==> src/hw/rtl/pli_pkg.sv <==
// shared types and constants of the piecewise linear interpolator
package pli_pkg;

  localparam int unsigned DataW = 32;
  localparam int unsigned MagW  = DataW + 1;

  localparam logic FUNC_LOAD  = 1'b0;
  localparam logic FUNC_QUERY = 1'b1;

  localparam logic [1:0] REGION_INTERIOR = 2'd0;
  localparam logic [1:0] REGION_BELOW    = 2'd1;
  localparam logic [1:0] REGION_ABOVE    = 2'd2;

  // query state travelling along the cell row
  typedef struct packed {
    logic signed [DataW-1:0] q;
    logic                    last;
    logic                    found;
    logic signed [DataW-1:0] px;
    logic signed [DataW-1:0] py;
    logic signed [DataW-1:0] x0;
    logic signed [DataW-1:0] y0;
    logic signed [DataW-1:0] x1;
    logic signed [DataW-1:0] y1;
    logic signed [DataW-1:0] xf;
    logic signed [DataW-1:0] yf;
    logic signed [DataW-1:0] xl;
    logic signed [DataW-1:0] yl;
  } tok_t;

  // operands of the multiply-divide unit
  typedef struct packed {
    logic [MagW-1:0]         mag_dy;
    logic [MagW-1:0]         dx;
    logic [MagW-1:0]         den;
    logic                    neg;
    logic signed [DataW-1:0] y0;
  } md_req_t;

endpackage

==> src/hw/rtl/pli_muldiv.sv <==
// serial shift-add multiply then restoring divide, one bit per cycle
module pli_muldiv import pli_pkg::*; (
  input  logic                    clk_i,
  input  logic                    rst_ni,
  input  logic                    start_i,
  input  md_req_t                 req_i,
  output logic                    done_o,
  output logic signed [DataW-1:0] result_o
);

  typedef enum logic [1:0] {
    MD_IDLE,
    MD_MUL,
    MD_DIV
  } md_state_e;

  md_state_e               state_q;
  logic [5:0]              cnt_q;
  logic                    done_q;
  logic [MagW-1:0]         mcand_q, mpl_q, den_q;
  logic [2*MagW-1:0]       acc_q, acc_d;
  logic                    neg_q;
  logic signed [DataW-1:0] y0_q;
  logic [MagW:0]           cand, diff;
  logic                    ge;
  logic [MagW:0]           y0_ext, quo_ext, sum;

  // division step on {remainder, dividend/quotient}
  assign cand = {acc_q[2*MagW-1:MagW], acc_q[MagW-1]};
  assign diff = cand - {1'b0, den_q};
  assign ge   = !diff[MagW];

  always_comb begin
    if (state_q == MD_MUL) begin
      acc_d = {acc_q[2*MagW-2:0], 1'b0} + (mpl_q[MagW-1] ? {{MagW{1'b0}}, mcand_q} : '0);
    end else begin
      acc_d = {(ge ? diff[MagW-1:0] : cand[MagW-1:0]), acc_q[MagW-2:0], ge};
    end
  end

  always_ff @(posedge clk_i or negedge rst_ni) begin
    if (!rst_ni) begin
      state_q <= MD_IDLE;
      cnt_q   <= '0;
      done_q  <= 1'b0;
    end else begin
      done_q <= 1'b0;
      case (state_q)
        MD_IDLE: begin
          cnt_q <= '0;
          if (start_i) begin
            state_q <= MD_MUL;
          end
        end
        MD_MUL: begin
          if (cnt_q == 6'(MagW - 1)) begin
            cnt_q   <= '0;
            state_q <= MD_DIV;
          end else begin
            cnt_q <= cnt_q + 6'd1;
          end
        end
        MD_DIV: begin
          if (cnt_q == 6'(MagW - 1)) begin
            cnt_q   <= '0;
            done_q  <= 1'b1;
            state_q <= MD_IDLE;
          end else begin
            cnt_q <= cnt_q + 6'd1;
          end
        end
        default: begin
          state_q <= MD_IDLE;
        end
      endcase
    end
  end

  always_ff @(posedge clk_i) begin
    if (state_q == MD_IDLE) begin
      if (start_i) begin
        mcand_q <= req_i.mag_dy;
        mpl_q   <= req_i.dx;
        den_q   <= req_i.den;
        neg_q   <= req_i.neg;
        y0_q    <= req_i.y0;
        acc_q   <= '0;
      end
    end else begin
      acc_q <= acc_d;
      mpl_q <= {mpl_q[MagW-2:0], 1'b0};
    end
  end

  assign y0_ext  = {{2{y0_q[DataW-1]}}, y0_q};
  assign quo_ext = {1'b0, acc_q[MagW-1:0]};
  assign sum     = neg_q ? (y0_ext - quo_ext) : (y0_ext + quo_ext);

  assign done_o   = done_q;
  assign result_o = sum[DataW-1:0];

endmodule

==> config.mk <==
export PLATFORM = sky130hd
export DESIGN_NAME = pli_muldiv
export DESIGN_NICKNAME = d
export VERILOG_FILES = /design/src/hw/rtl/pli_pkg.sv /design/src/hw/rtl/pli_muldiv.sv
export SDC_FILE = /design/constraint.sdc
export NUM_CORES = 1
export LEC_CHECK = 0
export ABC_AREA = 0
export CAP_MARGIN = 20
export CORE_MARGIN = 5
export CORE_UTILIZATION = 55
export CTS_CLUSTER_DIAMETER = 200
export DETAILED_ROUTE_END_ITERATION = 16
export DONT_BUFFER_PORTS = 1
export PLACE_DENSITY = 0.69
export SYNTH_ARGS = -nofsm -noshare
export SYNTH_HDL_FRONTEND = slang
export SYNTH_SLANG_ARGS = --single-unit
==> constraint.sdc <==
create_clock -name clk_i -period 8.5 [get_ports clk_i]
set_input_delay 0 -clock clk_i [delete_from_list [all_inputs] [get_ports clk_i]]
set_output_delay 0 -clock clk_i [all_outputs]
set_load 0.1 [all_outputs]
=== Word-level counts from Yosys, hierarchy flattened ===
Index checks and enable logic that the tools add are counted.

* Add/subtract/negate cells: 5
* Multiply operators: 0
* Div/mod/pow operators: 0
* Magnitude comparators: 0
* Equality and inequality tests: 6
* Shift-type cells: 0
* Muxes and demuxes: 16
* Bitwise gates (word level): 0
* Reductions and logical operators: 6

{| class="wikitable"
|+ Operators with widths
! cell !! number
|-
| $mux W66 || 3
|-
| $mux W33 || 4
|-
| $add A66 B33 Y66 || 1
|-
| $sub A34 B33 Y34 || 1
|-
| $add A32 B32 Y32 || 1
|-
| $mux W32 || 1
|-
| $sub A32 B32 Y32 || 1
|-
| $pmux W6 S2 || 1
|-
| $add A6 B1 Y6 const B || 1
|-
| $eq A6 B6 Y1 const B || 1
|-
| $mux W2 || 3
|-
| $mux W6 || 1
|-
| $pmux W2 S3 || 1
|-
| $ne A2 B2 Y1 const B || 2
|-
| $reduce_and A3 Y1 || 1
|-
| $eq A2 B1 Y1 const B || 1
|-
| $eq A2 B2 Y1 const B || 1
|-
| $logic_not A2 Y1 || 1
|-
| $mux W1 || 2
|-
| $ne A2 B1 Y1 const B || 1
|-
| $reduce_and A2 Y1 || 1
|-
| $reduce_bool A2 Y1 || 1
|-
| $reduce_or A2 Y1 || 1
|-
| $logic_not A1 Y1 || 1
|}

* Register bits: 207
* Bits in latches: 0
* RAM bits: 0
* ROM bits: 0
* Input bits: 135
* Output and inout port bits: 33
* Word-level logic and storage cells: 43
* Memories kept: 0

=== Depth between registers and ports, before layout ===
* Word-level depth: 4
* Mapped depth: 18
* Mapped depth without buffers: 18

=== Least setup slack after synthesis ===
Ideal clock, no wire load.

* Kind: reg2out
* From: reg acc_q[3]
* To: out result_o[29]
* Arrival time: 8.175 ns
* Data required time: 8.500 ns
* Slack: 0.325 ns
* Cell stages (with the launch flop): 16
* Buffers on the path: 0
* Cell sequence: edfxtp_1 or3_1 nor3b_1 nand2_1 nor4_1 a21oi_1 xnor2_1 ha_1 nand3_1 nor2_1 nand2_1 or3b_2 o2111a_1 nor2_1 a21oi_1 a2111oi_0

* Longest elaborated chain between the ends: 2
* Elaborated cells between the ends (all ways): 3
* Those cells by class: 2 x add/sub; 1 x mux

{| class="wikitable"
|+ RTL lines
! item !! RTL line !! source
|-
| start: declaration || pli_muldiv.sv:21 || <nowiki>logic [2*MagW-1:0] acc_q, acc_d;</nowiki>
|-
| start signal: assignment || pli_muldiv.sv:87 || <nowiki>acc_q <= '0;</nowiki>
|-
| start signal: assignment || pli_muldiv.sv:90 || <nowiki>acc_q <= acc_d;</nowiki>
|-
| $add A32 B32 Y32 / $sub A32 B32 Y32 (equally long branches) || pli_muldiv.sv:97 || <nowiki>assign sum = neg_q ? (y0_ext - quo_ext) : (y0_ext + quo_ext);</nowiki>
|-
| $mux W32 (*) || pli_muldiv.sv:97 ||
|-
| end: declaration || pli_muldiv.sv:8 || <nowiki>output logic signed [DataW-1:0] result_o</nowiki>
|}

Mark *: on every way between the ends. The rest lies on a longest branch, timed or not.

=== Final worst setup path ===
* From: reg acc_q[3]
* To: out result_o[31]

The elaborated chain is that of the path after synthesis.

==> results.txt <==
----------------------------------------------------
[Run status]
  Outcome ... completed

[Drt]
  Count of vias placed by the detailed router ... 12100
  DRC violations left ... 0
  Post-route met1 wirelength ... 15.6 mm
  Final ANT Viol Nets ... 0
  Met2 Wirelength ... 18.0 mm
  Highest metal layer used by the detailed router ... met4
  Via density per instance ... 5.97
  First drt pass iteration count ... 5
  Met3 Routed Length ... 1.93 mm
  WL/cell ... 18.0 um
  First-iteration detailed-routing DRC count ... 947
  Routed Wire Length ... 36.5 mm

[Global route]
  Pin count of the biggest net entering global routing ... 107
  Remaining global-route overflow ... 0
  GRT Resource Usage Total ... 0.231
  Wire length of the first global-routing pass ... 58.6 mm
  Initial antenna violation count ... 1
  Via count of the first global-routing pass ... 11800

[Synthesis]
  Number of flops mapped to enable cells by yosys ... 197
  Post-Synthesis Cell Area ... 14600 sq um
  Area share of the largest cell type after synthesis ... 0.406
  Post-Synthesis Net Count ... 1770
  Distinct cells, synth ... 75
  Top flip-flop cell by instance count after synthesis ... edfxtp_1
  Warnings from Yosys ... 0
  Share of synthesized registers carrying an async set or reset ... 0.0435
  Seq/Total Area, Yosys ... 0.423
  Cell type with the highest aggregate area in the netlist ... edfxtp_1
  Yosys reg bits ... 207
  Synthesized area per cell ... 9.53 sq um
  Gate count after technology mapping ... 1528
  Cell types occupying the most area after synthesis ... edfxtp_1, ha_1, xnor2_1

[Worst setup path]
  Reg-to-reg critical path startpoint ... mpl_q[32]
  Depth of the critical timing path with buffers and inverters included ... 17
  Crit path to ... result_o[31]
  Crit path capture type ... output pin
  Critical R2R Capture ... acc_q[59]
  Register-to-Register Path Depth ... 14
  Crit path launch type ... flip-flop
  Critical Path Source ... acc_q[3]
  Worst Path Required ... 8.50 ns
  Top fanout value on the critical path ... 5
  Setup Crit Path Kind ... reg2out
  Chain of cells forming the critical path ... or3_1 > nor3b_1 > nand2_1 > nor4_1 > a21oi_1 > xnor2_1 > ha_1 > nand3_1 > nor2_1 > nand2_1 > or3b_2 > o2111a_1 > o31ai_1 > a211o_1 > a21oi_1 > xnor2_2 > buf_4
  Crit path buf inv count ... 1
  Internal reg-to-reg setup slack ... 3.74 ns
  Critical path data arrival time ... 5.73 ns
  Maximum single-stage delay on the critical path ... 0.66 ns
  Family with the most delay on the worst path ... simple AND/OR/NAND/NOR gates
  Cell with the largest stage delay on the worst path ... o31ai_1

[Cells and area]
  Nets ... 1916
  P&R area growth vs syn ... 20.2%
  Share of post-route cells with drive strength above 1 ... 0.0768

[STA]
  Worst slew margin relative to its limit ... 0.214
  Crit share post-route ... 0.674
  Setup Skew ... 0.0191 ns
  Final count of negative-setup-slack endpoints ... 0
  Final-layout setup total negative slack ... 0 ns
  Smallest setup slack after layout ... 2.77 ns
  Max Clock Freq ... 0.174 GHz
  Slew at the pin closest to its max-slew limit ... 1.18 ns
  Minimum clock period after layout ... 5.73 ns
  Slew Limit Fails ... 0
  Setup repair after global routing missed its margin ... false
  Final Hold Vio Count ... 0

[CTS]
  Sink count of the clock tree ... 207
  Num CTS Buffers ... 25
  TritonCTS clock tree ... done
  Clock slew seen by the registers of the worst setup and hold paths ... 0.06 ns
  CTS max path bufs ... 3
  Master cell of the clock root buffer ... clkbuf_16
  Clock network latency to the later pin of the worst-skew pair ... 0.53 ns
  CTS H-tree depth ... 1
  Number of cells upsized or downsized after cts ... 0

[Placement]
  Placer congestion estimate ... 0.943
  Final HPWL from detailed placement ... 25.1 mm
  Minimum setup slack after placement ... 3.33 ns
  Count of buffers inserted at the top-level ports ... 0

[Floorplanning]
  Die area ... 29800 sq um
  Placeable core area ... 26100 sq um
  Horizontal die dimension ... 173 um
  Count of pins on the block boundary ... 168
  Cell Rows ... 59
  Initial Utilization ... 0.559
  DIE HEIGHT ... 173 um

[Run]
  Number of maximum-capacitance constraint violations ... 0

[Hold path]
  Kind of path behind the tightest hold check ... in2reg

----------------------------------------------------
## layout make-up
type | instances | area [sq um]
Multi-Input combinational cell | 1160 | 8040
Antenna cell | 1 | 2.50
Clock inverter | 15 | 138
Fill cell | 1977 | 8560
Tap cell | 335 | 419
Clock buffer | 30 | 664
Timing Repair Buffer | 169 | 1660
Sequential cell | 207 | 6160
Inverter | 111 | 417
## layer usage
layer	vias up	track usage
li1	5913	-
met1	5731	0.302
met2	394	0.407
met3	71	0.0325
met4	0	0.0557
met5	-	0
## cells by family (layout without fill, tap and decap cells)
logic type      after synthesis  in the layout  share of synthesized area
other cells                   0              1                          0
flops                       207            207                      0.423
compound gates              438            438                      0.190
fa+ha+maj                   107            107                     0.0935
buf+inv                     161            325                     0.0423
simple gates                472            472                      0.162
mux                          29             29                     0.0205
xor+xnor                    114            114                     0.0686
## placed cells by master (no fill, tap or decap), types with 14 or more instances in the layout
cell type      netlist  final
edfxtp_1           197    197
dlygate4sd3_1        0    135
nor2_1             127    127
a21oi_1            128    127
inv_1              111    111
nand2_1            111    111
ha_1               104    102
o21ai_0             98     98
xnor2_1             85     63
a21o_1              50     50
and2_1              42     41
nand3_1             36     36
buf_4                0     30
clkbuf_16            0     25
nor3_1              24     24
xor2_1              29     24
a31oi_1             23     23
xnor2_2              0     22
mux2i_1             22     21
nand2b_1            20     19
nand4_1             19     19
o21bai_1            17     17
or3_1               15     15
o21a_1              15     15
a211oi_1            16     15
o211ai_1            15     15
nor2b_1             14     14
and3_1              14     14
## per-stage QoR
step	cell area, sq um	hold slack [ns]	std cells	utilization
after floorplan	14600	-0.296	1528	-
after global placement	15300	-0.295	1844	0.587
after detailed placement	15300	-0.295	1846	0.588
after CTS	17500	0.0700	2026	0.671
after global routing	17500	0.0792	2028	0.672
final	17500	0.0774	2028	0.672
## Yosys cell counts, drive strengths merged, types with 7 or more instances
| cell | number |
|---|---|
| mux2 | 7 |
| nor2 | 127 |
| dfrtp | 9 |
| o21bai | 17 |
| a211oi | 16 |
| and2 | 42 |
| xnor2 | 85 |
| o21ai | 99 |
| nand2 | 112 |
| a22oi | 7 |
| or3 | 16 |
| o31ai | 9 |
| o211ai | 15 |
| inv | 111 |
| a21oi | 128 |
| nor2b | 14 |
| buf | 16 |
| ha | 104 |
| xor2 | 29 |
| nor4 | 14 |
| and3 | 14 |
| o21a | 15 |
| or4 | 7 |
| a21o | 50 |
| clkbuf | 34 |
| nand4 | 20 |
| edfxtp | 197 |
| nor3 | 24 |
| a31oi | 23 |
| nand2b | 20 |
| mux2i | 22 |
| nand3 | 36 |
## repair_timing
item | 4_1_cts | 5_1_grt
setup buffers | 0 | 0
hold endpoints to repair | 141 | 0
hold buffers | 135 | 0
endpoints found under the setup margin | 0 | 0
## worst min path at each step
stage	end	cells after the start	startpoint
finish	mpl_q[16]	1	start_i
global route	mpl_q[11]	1	start_i
CTS	mcand_q[32]	1	req_i[131]
detailed placement	done_o	0	rst_ni
global placement	done_o	0	rst_ni
floorplan	cnt_q[0]	0	rst_ni
## worst reg2reg max path, delay by kind of cell, from the launching register on
| family | cells | cell delay, ns |
|---|---|---|
| AND/OR/NAND/NOR | 3 | 0.44 |
| buffers and inverters | 1 | 0.24 |
| adder cells (fa/ha/maj) | 2 | 0.67 |
| multiplexers | 1 | 0.14 |
| flip-flops | 1 | 0.37 |
| AO/OA/AOI/OAI | 7 | 2.66 |
## state kept, by name, indices dropped and copies added (netlist names)
register / cells
den_q: 33
y0_q: 32
mcand_q: 33
mpl_q: 33
neg_q: 1
state_q: 2
cnt_q: 6
done_o: 1
acc_q: 66
Power is not shown: default switching activity piles up to over one toggle a cycle in this logic, so the estimate is an artifact.
