<file path="config.mk">
export PLATFORM = sky130hd
export DESIGN_NAME = pli_cell
export DESIGN_NICKNAME = d
export VERILOG_FILES = /design/src/hw/rtl/pli_pkg.sv /design/src/hw/rtl/pli_cell.sv
export SDC_FILE = /design/constraint.sdc
export NUM_CORES = 1
export LEC_CHECK = 0
export BUFFER_PORTS_ARGS = -buffer_cell sky130_fd_sc_hd__buf_2
export CAP_MARGIN = 10
export CORE_AREA = 2 2 306 308
export DETAILED_ROUTE_END_ITERATION = 8
export DIE_AREA = 0 0 308 310
export GPL_TIMING_DRIVEN = 0
export PLACE_DENSITY = 0.3
export SETUP_SLACK_MARGIN = 0.2
export SKIP_CTS_REPAIR_TIMING = 1
export SYNTH_ARGS = -nofsm -noshare
export SYNTH_HDL_FRONTEND = slang
export SYNTH_SLANG_ARGS = --single-unit
</file>
<file path="constraint.sdc">
create_clock -name clk_i -period 0.9 [get_ports clk_i]
set_input_delay 0.18 -clock clk_i [delete_from_list [all_inputs] [get_ports clk_i]]
set_output_delay 0.18 -clock clk_i [all_outputs]
set_load 0.02 [all_outputs]
</file>
<file path="src/hw/rtl/pli_pkg.sv">
// shared types and constants of the piecewise linear interpolator
package pli_pkg;

  localparam int unsigned DataW = 32;
  localparam int unsigned MagW  = DataW + 1;

  localparam logic FUNC_LOAD  = 1'b0;
  localparam logic FUNC_QUERY = 1'b1;

  localparam logic [1:0] REGION_INTERIOR = 2'd0;
  localparam logic [1:0] REGION_BELOW    = 2'd1;
  localparam logic [1:0] REGION_ABOVE    = 2'd2;

  // query state travelling along the cell row
  typedef struct packed {
    logic signed [DataW-1:0] q;
    logic                    last;
    logic                    found;
    logic signed [DataW-1:0] px;
    logic signed [DataW-1:0] py;
    logic signed [DataW-1:0] x0;
    logic signed [DataW-1:0] y0;
    logic signed [DataW-1:0] x1;
    logic signed [DataW-1:0] y1;
    logic signed [DataW-1:0] xf;
    logic signed [DataW-1:0] yf;
    logic signed [DataW-1:0] xl;
    logic signed [DataW-1:0] yl;
  } tok_t;

  // operands of the multiply-divide unit
  typedef struct packed {
    logic [MagW-1:0]         mag_dy;
    logic [MagW-1:0]         dx;
    logic [MagW-1:0]         den;
    logic                    neg;
    logic signed [DataW-1:0] y0;
  } md_req_t;

endpackage

</file>
<file path="src/hw/rtl/pli_cell.sv">
// one breakpoint cell: holds (x, y) and updates the passing query token
module pli_cell import pli_pkg::*; #(
  parameter int unsigned K  = 0,
  parameter int unsigned IW = 6
) (
  input  logic             clk_i,
  input  logic             rst_ni,
  input  logic             wr_en_i,
  input  logic [5:0]       wr_index_i,
  input  logic [DataW-1:0] wr_x_i,
  input  logic [DataW-1:0] wr_y_i,
  input  logic [IW-1:0]    last_idx_i,
  input  logic             tok_valid_i,
  input  tok_t             tok_i,
  output logic             tok_valid_o,
  output tok_t             tok_o
);

  logic signed [DataW-1:0] x_q, y_q;
  logic                    valid_q;
  tok_t                    tok_q, tok_d;
  logic                    wr_hit, in_use, is_last;

  assign wr_hit  = wr_en_i && (32'(wr_index_i) == K);
  assign in_use  = (K != 0) && (32'(last_idx_i) >= K);
  assign is_last = (32'(last_idx_i) == K);

  always_comb begin
    tok_d = tok_i;
    if (K == 0) begin
      tok_d.xf = x_q;
      tok_d.yf = y_q;
    end
    if (in_use && !tok_i.found && (tok_i.q <= x_q)) begin
      tok_d.found = 1'b1;
      tok_d.x0    = tok_i.px;
      tok_d.y0    = tok_i.py;
      tok_d.x1    = x_q;
      tok_d.y1    = y_q;
    end
    if (is_last) begin
      tok_d.xl = x_q;
      tok_d.yl = y_q;
    end
    tok_d.px = x_q;
    tok_d.py = y_q;
  end

  always_ff @(posedge clk_i) begin
    if (wr_hit) begin
      x_q <= wr_x_i;
      y_q <= wr_y_i;
    end
    tok_q <= tok_d;
  end

  always_ff @(posedge clk_i or negedge rst_ni) begin
    if (!rst_ni) begin
      valid_q <= 1'b0;
    end else begin
      valid_q <= tok_valid_i;
    end
  end

  assign tok_valid_o = valid_q;
  assign tok_o       = tok_q;

endmodule

</file>
Word-level counts from Yosys, hierarchy flattened
Index checks and enable logic that the tools add are counted.
- add/sub/neg operators: 0
- $mul: 0
- div/mod/pow operators: 0
- order comparisons: 0
- equality and inequality tests: 0
- shift operators: 0
- multiplexer cells: 1
- bitwise operators: 0
- reductions and logical operators: 3
- operators by type and width (kind ; count):
    two-way mux 64 bit ; 1
    zero test 6 bit ; 2
    logical AND 1 bit ; 1
- bits in registers: 355
- latch bits: 0
- bits in writable memories: 0
- ROM bits: 0
- bits of input ports: 434
- output and inout bits: 355
- memories kept: 0

Longest topological paths before layout
Gate-level depths: netlist of run 1.
- depth in word-level cells: 2
- gate-level depth with buffers: 4
- gate-level depth less buffers: 3

Worst setup path before layout of run 1
Ideal clock, no wire load.
- kind: in2reg
- start point: in wr_index_i[2]
- end point: reg x_q[0], enable pin
- arrival time: 6913 ps
- path slack: -6664 ps
- cell stages on the path: 2
- buffers on the path: 0
- cells stage by stage: or4b_2 -> nor4_1
- longest elaborated chain between the ends: 2
- RTL lines (element ; line ; source):
    from (decl) ; pli_cell.sv:9 ; input logic [5:0] wr_index_i,
    zero test 6 bit ; pli_cell.sv:24 ; assign wr_hit = wr_en_i && (32'(wr_index_i) == K);
    logical AND 1 bit ; pli_cell.sv:24 ;
    net wr_hit ; pli_cell.sv:22 ; logic wr_hit, in_use, is_last;
    to (signal assigned) ; pli_cell.sv:51 ; x_q <= wr_x_i;
    to (decl) ; pli_cell.sv:19 ; logic signed [DataW-1:0] x_q, y_q;
The timed path passes the listed nets, and every way through them passes these cells.
A chain may end at the register's enable or synchronous reset.

Worst setup path after layout of run 1
- start point: in wr_index_i[2]
- end point: reg y_q[2], enable pin
- longest elaborated chain between the ends: 2
- RTL lines (element ; line ; source):
    zero test 6 bit ; pli_cell.sv:24 ;
    logical AND 1 bit ; pli_cell.sv:24 ;
    net wr_hit ; pli_cell.sv:22 ;
    to (signal assigned) ; pli_cell.sv:52 ; y_q <= wr_y_i;
    to (decl) ; pli_cell.sv:19 ;
The timed path passes the listed nets, and every way through them passes these cells.

==> results of run 1 <==
## how the worst max path moves through the flow
stage | startpoint | end | cells past startpoint
finish | wr_index_i[2] | y_q[2] | 7
floorplan | wr_index_i[2] | x_q[0] | 2
detailed placement | wr_index_i[2] | x_q[3] | 7
global route | tok_o[93] | tok_o[285] | 2
CTS | wr_index_i[2] | x_q[3] | 7
global placement | wr_index_i[2] | x_q[3] | 3
## cell families after synthesis
group,Yosys count
flops,355
buf+inv,70
mux,64
simple gates,5
## layout make-up
| type | instances | area, µm² |
|---|---|---|
| diodes | 6 | 15.0 |
| flip-flops and latches | 355 | 8150 |
| repair buffers | 1014 | 9310 |
| plain buffers | 70 | 848 |
| fillers | 9647 | 70200 |
| clock buffers | 62 | 1240 |
| clock inverters | 17 | 200 |
| multi-input cells | 69 | 1020 |
| well taps | 1197 | 1500 |
## cells in the final DEF, fill, tap and decap left out, types with 13 or more instances in the layout
| cell | instances |
|---|---|
| sky130_fd_sc_hd__buf_12 | 13 |
| sky130_fd_sc_hd__buf_2 | 304 |
| sky130_fd_sc_hd__buf_4 | 15 |
| sky130_fd_sc_hd__buf_6 | 444 |
| sky130_fd_sc_hd__clkbuf_1 | 13 |
| sky130_fd_sc_hd__clkbuf_16 | 55 |
| sky130_fd_sc_hd__dfxtp_2 | 276 |
| sky130_fd_sc_hd__dfxtp_4 | 14 |
| sky130_fd_sc_hd__dlygate4sd3_1 | 293 |
| sky130_fd_sc_hd__edfxtp_1 | 64 |
| sky130_fd_sc_hd__mux2_4 | 60 |
## metrics by stage
step	instance area, µm²	utilization (%)
after floorplan	9400	-
after global placement	14200	15.4
after detailed placement	14300	15.5
after CTS	15700	17.0
after global routing	22300	24.1
final	22300	24.1
## power groups by stage
stage	Clock [µW]	Combinational [µW]	Sequential (µW)
2_1_floorplan	0	303	18000
3_3_place_gp	0	2500	17300
3_5_place_dp	0	2510	17300
4_1_cts	18900	2510	16900
5_1_grt	19500	4550	17200
6_report	18000	4300	17200
## per-layer routing
layer / global-route usage (%) / wire, µm / vias to the layer above / share of wire [%]
li1: - / - / 3727 / -
met1: 8.49 / 17900 / 3654 / 40
met2: 12.3 / 20800 / 484 / 47
met3: 5.17 / 4700 / 65 / 11
met4: 2.82 / 1220 / 8 / 2.7
met5: 0 / 54 / - / 0.12
## registers in the layout (all words and copies together), names as in the netlist
signal,flops
y_q,32
x_q,32
tok_valid_o,1
tok_o,290
==> impl_metrics.tcl, run 1 <==
set metrics [dict create \
    f_max_ghz 0.730 \
    finClkSkew_ps 11.6 \
    die_h_um 310 \
    switching_share_pct 23.2 \
    clock_power_share_pct 45.6 \
    area_delta_synth_final_pct 140 \
    overflow 0 \
    outcome "complete, but fails checks" \
    pwr-share-seq_pct 43.5 \
    cell_internal_power_uw 30300 \
    numPortBuffers 660 \
    cell_row_count 112 \
    fin_setup_tns_ps -138570 \
    dp_hpwl_um 32300 \
    crit_arrival_ps 1660 \
    mappedNetlistNets 928 \
    fp.dieArea_um2 95500 \
    drcViolationCount 0 \
    power.total_uw 39400 \
    tritoncts "done" \
    ys.flop_type "sky130_fd_sc_hd__dfxtp_1" \
    ys.warnings.count 0 \
    first_global_vias 6862 \
    synth_adder_area_share_pct 0 \
    stdcell_count 2790 \
    timing.critical_path.buf_inv 5 \
    routed-via-count 7938 \
    worst_ep_required_time_ps 1190 \
    final_period_minus_worst_setup_slack_ps 1370 \
    type_of_element_launching_the_critical_path "input pin" \
    hp-class "in2reg" \
    switching_power_uw 9130 \
    r2r_end "tok_o[2]" \
    synth-xor-area-share_pct 0 \
    hold_path.startpoint "wr_index_i[1]" \
    reported_leakage_power_uw 0.00983 \
    clk_root_buffer_cell "sky130_fd_sc_hd__clkbuf_16" \
    synth_area_leader "sky130_fd_sc_hd__dfxtp_1" \
    slew_violations 0 \
    endpoint_kind "flop" \
    max-vdd-ir-drop_mv 1.70 \
    p_per_area_nw_per_um2 1770 \
    drive_above_1_share_pct 76.4 \
    main_combinational_cell_family_by_area_after_synthesis "multiplexers" \
    floorplan.initialDensity_pct 10.0 \
    post_placement_cell_count 2358 \
    finalHoldWorstSlack_ps 68.2 \
    vias_per_cell 2.85 \
    syn-instance-count 494 \
    clock_latency_on_the_worst_skew_pair_ps 580 \
    drt-initial-drc-count 217 \
    final.setup.worst_slack_ps -470 \
    synth_sequential_area_ratio_pct 83.5 \
    critPathMaxFanout 7 \
    timing.hold.worst_path_depth 3 \
    syn-cell-area_um2 9290 \
    finish.net_count 1988 \
    drt_wl_total_um 44600 \
    dr.pass1.iters 4 \
    rsz0062_at_grt "yes" \
    antenna_violating_nets_post_route 0 \
    timing.reg2reg.worst_path_depth 1 \
    clock_pin_slew_reported_for_the_worst_setup_and_hold_paths_after_clock_tree_synthesis_ps 60 \
    initial_antenna_violation_count 12 \
    routedWlPerCell_um 16.0 \
    largest_net_degree_at_the_start_of_global_routing 14 \
    critical_path_class "in2reg" \
    gp_congestion 0.765 \
    fp.dieW_um 308 \
    synth_simple_gate_area_share_pct 0.418 \
    cts_buffers 44 \
    synth_edf_count 64 \
    share_comb_of_total_power_pct 10.9 \
    timing.max_slew.rel_slack_pct 83.2 \
    asyncSetResetFlopFracSynth_pct 0.282 \
    critical_path.max_stage_delay_ps 530 \
    setup_viol 420 \
    critical-path-top-delay-family "buffers and inverters" \
    core_area_um2 92500 \
    final_hold_viols 0 \
    syn-mean-instance-area_um2 18.8 \
    reg2reg_setup_slack_ps 40 \
    netlist_top_cells_area "sky130_fd_sc_hd__dfxtp_1 (63%), sky130_fd_sc_hd__edfxtp_1 (21%), sky130_fd_sc_hd__mux2_4 (9.7%)" \
    synth_compound_area_share_pct 0 \
    io-pin-count 789 \
    synthDistinctLibCells 12 \
    clock_sink_count 355 \
    worst_pin_slew_ps 250 \
    critical_path.cell_chain "buf_6 -> or4b_4 -> nor4_4 -> buf_8 -> buf_12 -> buf_12 -> clkbuf_16" \
    synthMostInstantiatedCell "sky130_fd_sc_hd__dfxtp_1" \
    cts.htree.levels 2 \
    critical_path.most_common_cell "sky130_fd_sc_hd__buf_12" \
    synth_commonest_cells "sky130_fd_sc_hd__dfxtp_1 (290), sky130_fd_sc_hd__buf_4 (64), sky130_fd_sc_hd__edfxtp_1 (64), sky130_fd_sc_hd__mux2_4 (60), sky130_fd_sc_hd__buf_6 (6)" \
    synth-seq-cells 355 \
    multiplexer_share_of_the_synthesized_area_pct 10.2 \
    min_delay_worst_endpoint "x_q[30]" \
    netlist.area_leader.share_pct 62.5 \
    track_usage_pct 7.86 \
    drv_cap 0 \
    preCtsSetupSlack_ps -1340 \
    timing.final.crit_share_pct 152 \
    ctsLongestPathBuffers 3 \
    wire_length_of_the_first_global_routing_pass_um 51200 \
    violations "setup timing" \
    timing.rr.start "y_q[2]" \
    worst_path_max_delay_cell "sky130_fd_sc_hd__or4b_4" \
]
(Power assumes the default switching activity.)
==> run 2, diff against run 1 <==
--- a/config.mk
+++ b/config.mk
@@ -10,7 +10,6 @@
 export CORE_AREA = 2 2 306 308
 export DETAILED_ROUTE_END_ITERATION = 8
 export DIE_AREA = 0 0 308 310
-export GPL_TIMING_DRIVEN = 0
 export PLACE_DENSITY = 0.3
 export SETUP_SLACK_MARGIN = 0.2
 export SKIP_CTS_REPAIR_TIMING = 1
==> constraint.sdc (replaced) <==
create_clock -name clk_i -period 1.5 [get_ports clk_i]
set_input_delay 0.3 -clock clk_i [delete_from_list [all_inputs] [get_ports clk_i]]
set_output_delay 0.3 -clock clk_i [all_outputs]
set_load 0.02 [all_outputs]
==> run 2 against run 1 <==
The flow now finishes without violations; sequential share of layout area up 3.1 points; largest cell class unchanged; cell area is 8.5% lower; first-iteration DRC count fell by 24%; combinational power fell by 44%; clock skew rose by 3.6 ps; highest routed layer unchanged.
==> impl_metrics.tcl, run 2 (synthesis results as in run 1) <==
set metrics [dict create \
    final_hold_viols 0 \
    crit_arrival_ps 1120 \
    die_h_um 310 \
    drt-initial-drc-count 164 \
    routedWlPerCell_um 15.0 \
    wire_length_of_the_first_global_routing_pass_um 48200 \
    track_usage_pct 7.29 \
    cell_row_count 112 \
    io-pin-count 789 \
    clock_sink_count 355 \
    max-vdd-ir-drop_mv 0.852 \
    hp-class "in2async" \
    reg2reg_setup_slack_ps 540 \
    tritoncts "done" \
    ctsLongestPathBuffers 3 \
    critical_path.max_stage_delay_ps 390 \
    fp.dieW_um 308 \
    p_per_area_nw_per_um2 1160 \
    vias_per_cell 2.80 \
    finalHoldWorstSlack_ps 49.0 \
    area_delta_synth_final_pct 119 \
    critPathMaxFanout 2 \
    timing.reg2reg.worst_path_depth 1 \
    core_area_um2 92500 \
    cell_internal_power_uw 18200 \
    switching_power_uw 5380 \
    setup_viol 0 \
    reported_leakage_power_uw 0.00896 \
    slew_violations 0 \
    highest_count_cells_in_the_layout_ignoring_fill_and_taps "sky130_fd_sc_hd__buf_2 (359), sky130_fd_sc_hd__buf_6 (296), sky130_fd_sc_hd__dlygate4sd3_1 (291)" \
    outcome "finished clean" \
    worst_ep_required_time_ps 1200 \
    cts.htree.levels 2 \
    timing.rr.start "y_q[1]" \
    timing.critical_path.buf_inv 1 \
    clk_root_buffer_cell "sky130_fd_sc_hd__clkbuf_16" \
    critical_path.cell_chain "buf_4" \
    final_period_minus_worst_setup_slack_ps 1420 \
    fp.dieArea_um2 95500 \
    dr.pass1.iters 4 \
    share_comb_of_total_power_pct 10.3 \
    finClkSkew_ps 15.2 \
    largest_register_ff_count 290 \
    final.setup.worst_slack_ps 78.7 \
    path_depth 1 \
    cts_buffers 45 \
    numPortBuffers 660 \
    drcViolationCount 0 \
    overflow 0 \
    drv_cap 0 \
    timing.final.crit_share_pct 94.8 \
    preCtsSetupSlack_ps -447 \
    pwr-share-seq_pct 43.6 \
    routed-via-count 7492 \
    largest_net_degree_at_the_start_of_global_routing 42 \
    first_global_vias 6630 \
    endpoint_kind "output port" \
    initial_antenna_violation_count 12 \
    switching_share_pct 22.8 \
    floorplan.initialDensity_pct 10.0 \
    r2r_end "tok_o[1]" \
    critical-path-top-delay-family "flip-flops" \
    rsz0062_at_grt "yes" \
    finish.net_count 1874 \
    drive_above_1_share_pct 71.5 \
    antenna_violating_nets_post_route 0 \
    gp_congestion 0.751 \
    critical_path_class "reg2out" \
    worst_pin_slew_ps 508 \
    f_max_ghz 0.704 \
    type_of_element_launching_the_critical_path "flop" \
    dp_hpwl_um 30000 \
    worst_path_max_delay_cell "sky130_fd_sc_hd__dfxtp_4" \
    layout_commonest_cell "sky130_fd_sc_hd__buf_2" \
    timing.max_slew.rel_slack_pct 66.2 \
    clock_pin_slew_reported_for_the_worst_setup_and_hold_paths_after_clock_tree_synthesis_ps 60 \
    drt_wl_total_um 40100 \
    clock_latency_on_the_worst_skew_pair_ps 570 \
    clock_power_share_pct 46.2 \
]
run 2: cell count changes in the layout (fill, tap and decap cells not counted), sizes merged:
cell         before  now
dlygate4sd3     293  291
clkbuf           71   64
diode             6    3
clkinv            8   10
bufinv            4    3
buf             782  678
inv               4    1
run 2: power groups by stage:
stage	Clock (µW)	Sequential, µW	Combinational (µW)
after floorplan	0	10800	182
after global routing	11800	10300	2570
final	10900	10300	2420
after global placement	0	10400	1500
after detailed placement	0	10400	1490
after CTS	11400	10200	1500
run 2: through the flow:
stage	cells	area, µm²	power, µW	utilization, %	setup TNS, ps
after global placement	2299	13800	11900	14.9	-31200
final	2672	20400	23600	22.0	0
after floorplan	494	9320	11000	-	-120500
after global routing	2672	20400	24600	22.0	0
after CTS	2378	15200	23100	16.5	-1390
after detailed placement	2299	13800	11900	14.9	-30320
run 2: worst max-delay path by stage:
stage / end / from / slack, ps
final: tok_o[106] / tok_o[106] / 80
after global routing: tok_o[345] / tok_o[345] / 30
after CTS: tok_o[345] / tok_o[345] / -160
after detailed placement: y_q[12] / wr_index_i[2] / -450
after global placement: x_q[16] / wr_index_i[2] / -450
after floorplan: x_q[0] / wr_index_i[2] / -1880
run 2: final cells by class:
class                   instances  area (µm²)
fillers                      9807       72100
repair buffers                969        8290
flip-flops and latches        355        8080
well taps                    1197        1500
clock buffers                  64        1330
multi-input cells              69        1020
clock inverters                15         154
diodes                          3        7.51
run 2: layer usage:
layer	track usage (%)	wire length (µm)	up-vias
li1	-	-	3494
met5	0	74	-
met3	4.29	4350	69
met2	12.0	19400	470
met4	2.99	1080	10
met1	7.55	15200	3449
==> run 3, diff against run 2 <==
==> constraint.sdc (replaced) <==
create_clock -name clk_i -period 1.8 [get_ports clk_i]
set_input_delay 0.36 -clock clk_i [delete_from_list [all_inputs] [get_ports clk_i]]
set_output_delay 0.36 -clock clk_i [all_outputs]
set_load 0.02 [all_outputs]
==> run 3 against run 2 <==
Register-to-register slack improved by 350 ps; final cell count decreased by 0.34%; utilization down 2.5 points; non-clock buffer count down 11; cell area shrank 11%; via count decreased by 1.2%; global-route usage rose by 0.77 points; clock skew increased by 10 ps; sequential share of layout area rose by 3.3 points; die area unchanged; power is 19% lower; count of clock-buffer cells in the layout down 1; critical path type unchanged.
==> impl_metrics.tcl, run 3 (synthesis results as in run 1) <==
set metrics [dict create \
    switching_power_uw 4590 \
    numPortBuffers 660 \
    switching_share_pct 24.1 \
    routedWlPerCell_um 15.9 \
    highest_count_cells_in_the_layout_ignoring_fill_and_taps "sky130_fd_sc_hd__buf_2 (637), sky130_fd_sc_hd__dlygate4sd3_1 (285), sky130_fd_sc_hd__dfxtp_1 (279)" \
    area_delta_synth_final_pct 95.0 \
    type_of_element_launching_the_critical_path "flop" \
    dr.pass1.iters 4 \
    final_period_minus_worst_setup_slack_ps 1540 \
    final.setup.worst_slack_ps 258 \
    first_global_vias 6872 \
    clock_sink_count 355 \
    pwr-share-seq_pct 44.4 \
    outcome "finished clean" \
    overflow 0 \
    floorplan.initialDensity_pct 10.0 \
    routed-via-count 7405 \
    timing.max_slew.rel_slack_pct 70.0 \
    wire_length_of_the_first_global_routing_pass_um 52200 \
    largest_register_ff_count 290 \
    cell_internal_power_uw 14500 \
    dp_hpwl_um 33200 \
    timing.critical_path.buf_inv 1 \
    worst_pin_slew_ps 450 \
    worst_ep_required_time_ps 1440 \
    f_max_ghz 0.649 \
    setup_viol 0 \
    gp_congestion 0.750 \
    final.fill_count 10000 \
    max-vdd-ir-drop_mv 0.682 \
    rsz0062_at_grt "yes" \
    cts_buffers 45 \
    vias_per_cell 2.78 \
    clk_root_buffer_cell "sky130_fd_sc_hd__clkbuf_16" \
    track_usage_pct 8.05 \
    finClkSkew_ps 25.6 \
    tritoncts "done" \
    reg2reg_setup_slack_ps 890 \
    endpoint_kind "output port" \
    critical_path.cell_chain "buf_4" \
    critical_path_class "reg2out" \
    power.total_uw 19100 \
    clock_pin_slew_reported_for_the_worst_setup_and_hold_paths_after_clock_tree_synthesis_ps 60 \
    slew_violations 0 \
    initial_antenna_violation_count 13 \
    preCtsSetupSlack_ps -242 \
    drt-initial-drc-count 244 \
    drv_cap 0 \
    cts.htree.levels 2 \
    core_area_um2 92500 \
    ctsLongestPathBuffers 3 \
    layout_commonest_cell "sky130_fd_sc_hd__buf_2" \
    finish.net_count 1863 \
    crit_arrival_ps 1180 \
    critical_path.max_stage_delay_ps 400 \
    final_hold_viols 0 \
    p_per_area_nw_per_um2 1050 \
    drcViolationCount 0 \
    drive_above_1_share_pct 56.1 \
    timing.final.crit_share_pct 85.7 \
    drt_wl_total_um 42300 \
    fp.dieW_um 308 \
    hp-class "in2async" \
    cell_row_count 112 \
    antenna_violating_nets_post_route 0 \
    fp.dieArea_um2 95500 \
    critical-path-top-delay-family "flip-flops" \
    share_comb_of_total_power_pct 9.2 \
    die_h_um 310 \
    largest_net_degree_at_the_start_of_global_routing 46 \
    clock_latency_on_the_worst_skew_pair_ps 610 \
    critPathMaxFanout 1 \
    worst_path_max_delay_cell "sky130_fd_sc_hd__dfxtp_1" \
    clock_power_share_pct 46.4 \
    io-pin-count 789 \
    reported_leakage_power_uw 0.00824 \
]
[run 3: through the flow]
step,hold slack [ps],area (µm²),setup TNS (ps),cells,util [%]
after global placement,138,13700,-14130,2294,14.8
after CTS,-559,15200,0,2375,16.4
after detailed placement,138,13700,-13300,2294,14.8
after global routing,5.99,18100,0,2663,19.6
final,45.4,18100,0,2663,19.6
after floorplan,64.4,9300,-105140,494,-
[run 3: per-layer routing]
metal	up-vias	part of all wire, %	GRT usage, %
li1	3476	-	-
met1	3399	38	8.14
met2	442	46	12.7
met3	74	13	5.84
met4	14	2.6	3.24
met5	-	0.22	0
[run 3: path summary, 6_finish.rpt]
path	end	start	cells past startpoint
min in group clk_i	tok_o[50]	tok_i[50]	2
setup reg to reg	tok_o[39]	x_q[7]	1
setup / recovery	tok_o[201]	tok_o[201]	1
max in group asynchronous	tok_valid_o	rst_ni	2
hold / removal	tok_valid_o	rst_ni	2
hold reg to reg	tok_o[113]	x_q[17]	0
[run 3: power by group through the flow]
| stage | Clock [µW] | Combinational [µW] | Sequential, µW |
|---|---|---|---|
| floorplan | 0 | 150 | 9000 |
| global placement | 0 | 1260 | 8650 |
| detailed placement | 0 | 1260 | 8650 |
| CTS | 9350 | 1260 | 8480 |
| global route | 9640 | 1870 | 8500 |
| finish | 8860 | 1750 | 8480 |
[run 3: cell type report]
type / instances / area [µm²] / area share (%)
Antenna cell: 3 / 7.51 / 0.0415
Clock buffer: 63 / 1250 / 6.92
Tap cell: 1197 / 1500 / 8.27
Sequential cell: 355 / 7770 / 42.9
Multi-Input combinational cell: 69 / 1010 / 5.57
Timing Repair Buffer: 958 / 6380 / 35.3
Clock inverter: 18 / 185 / 1.02
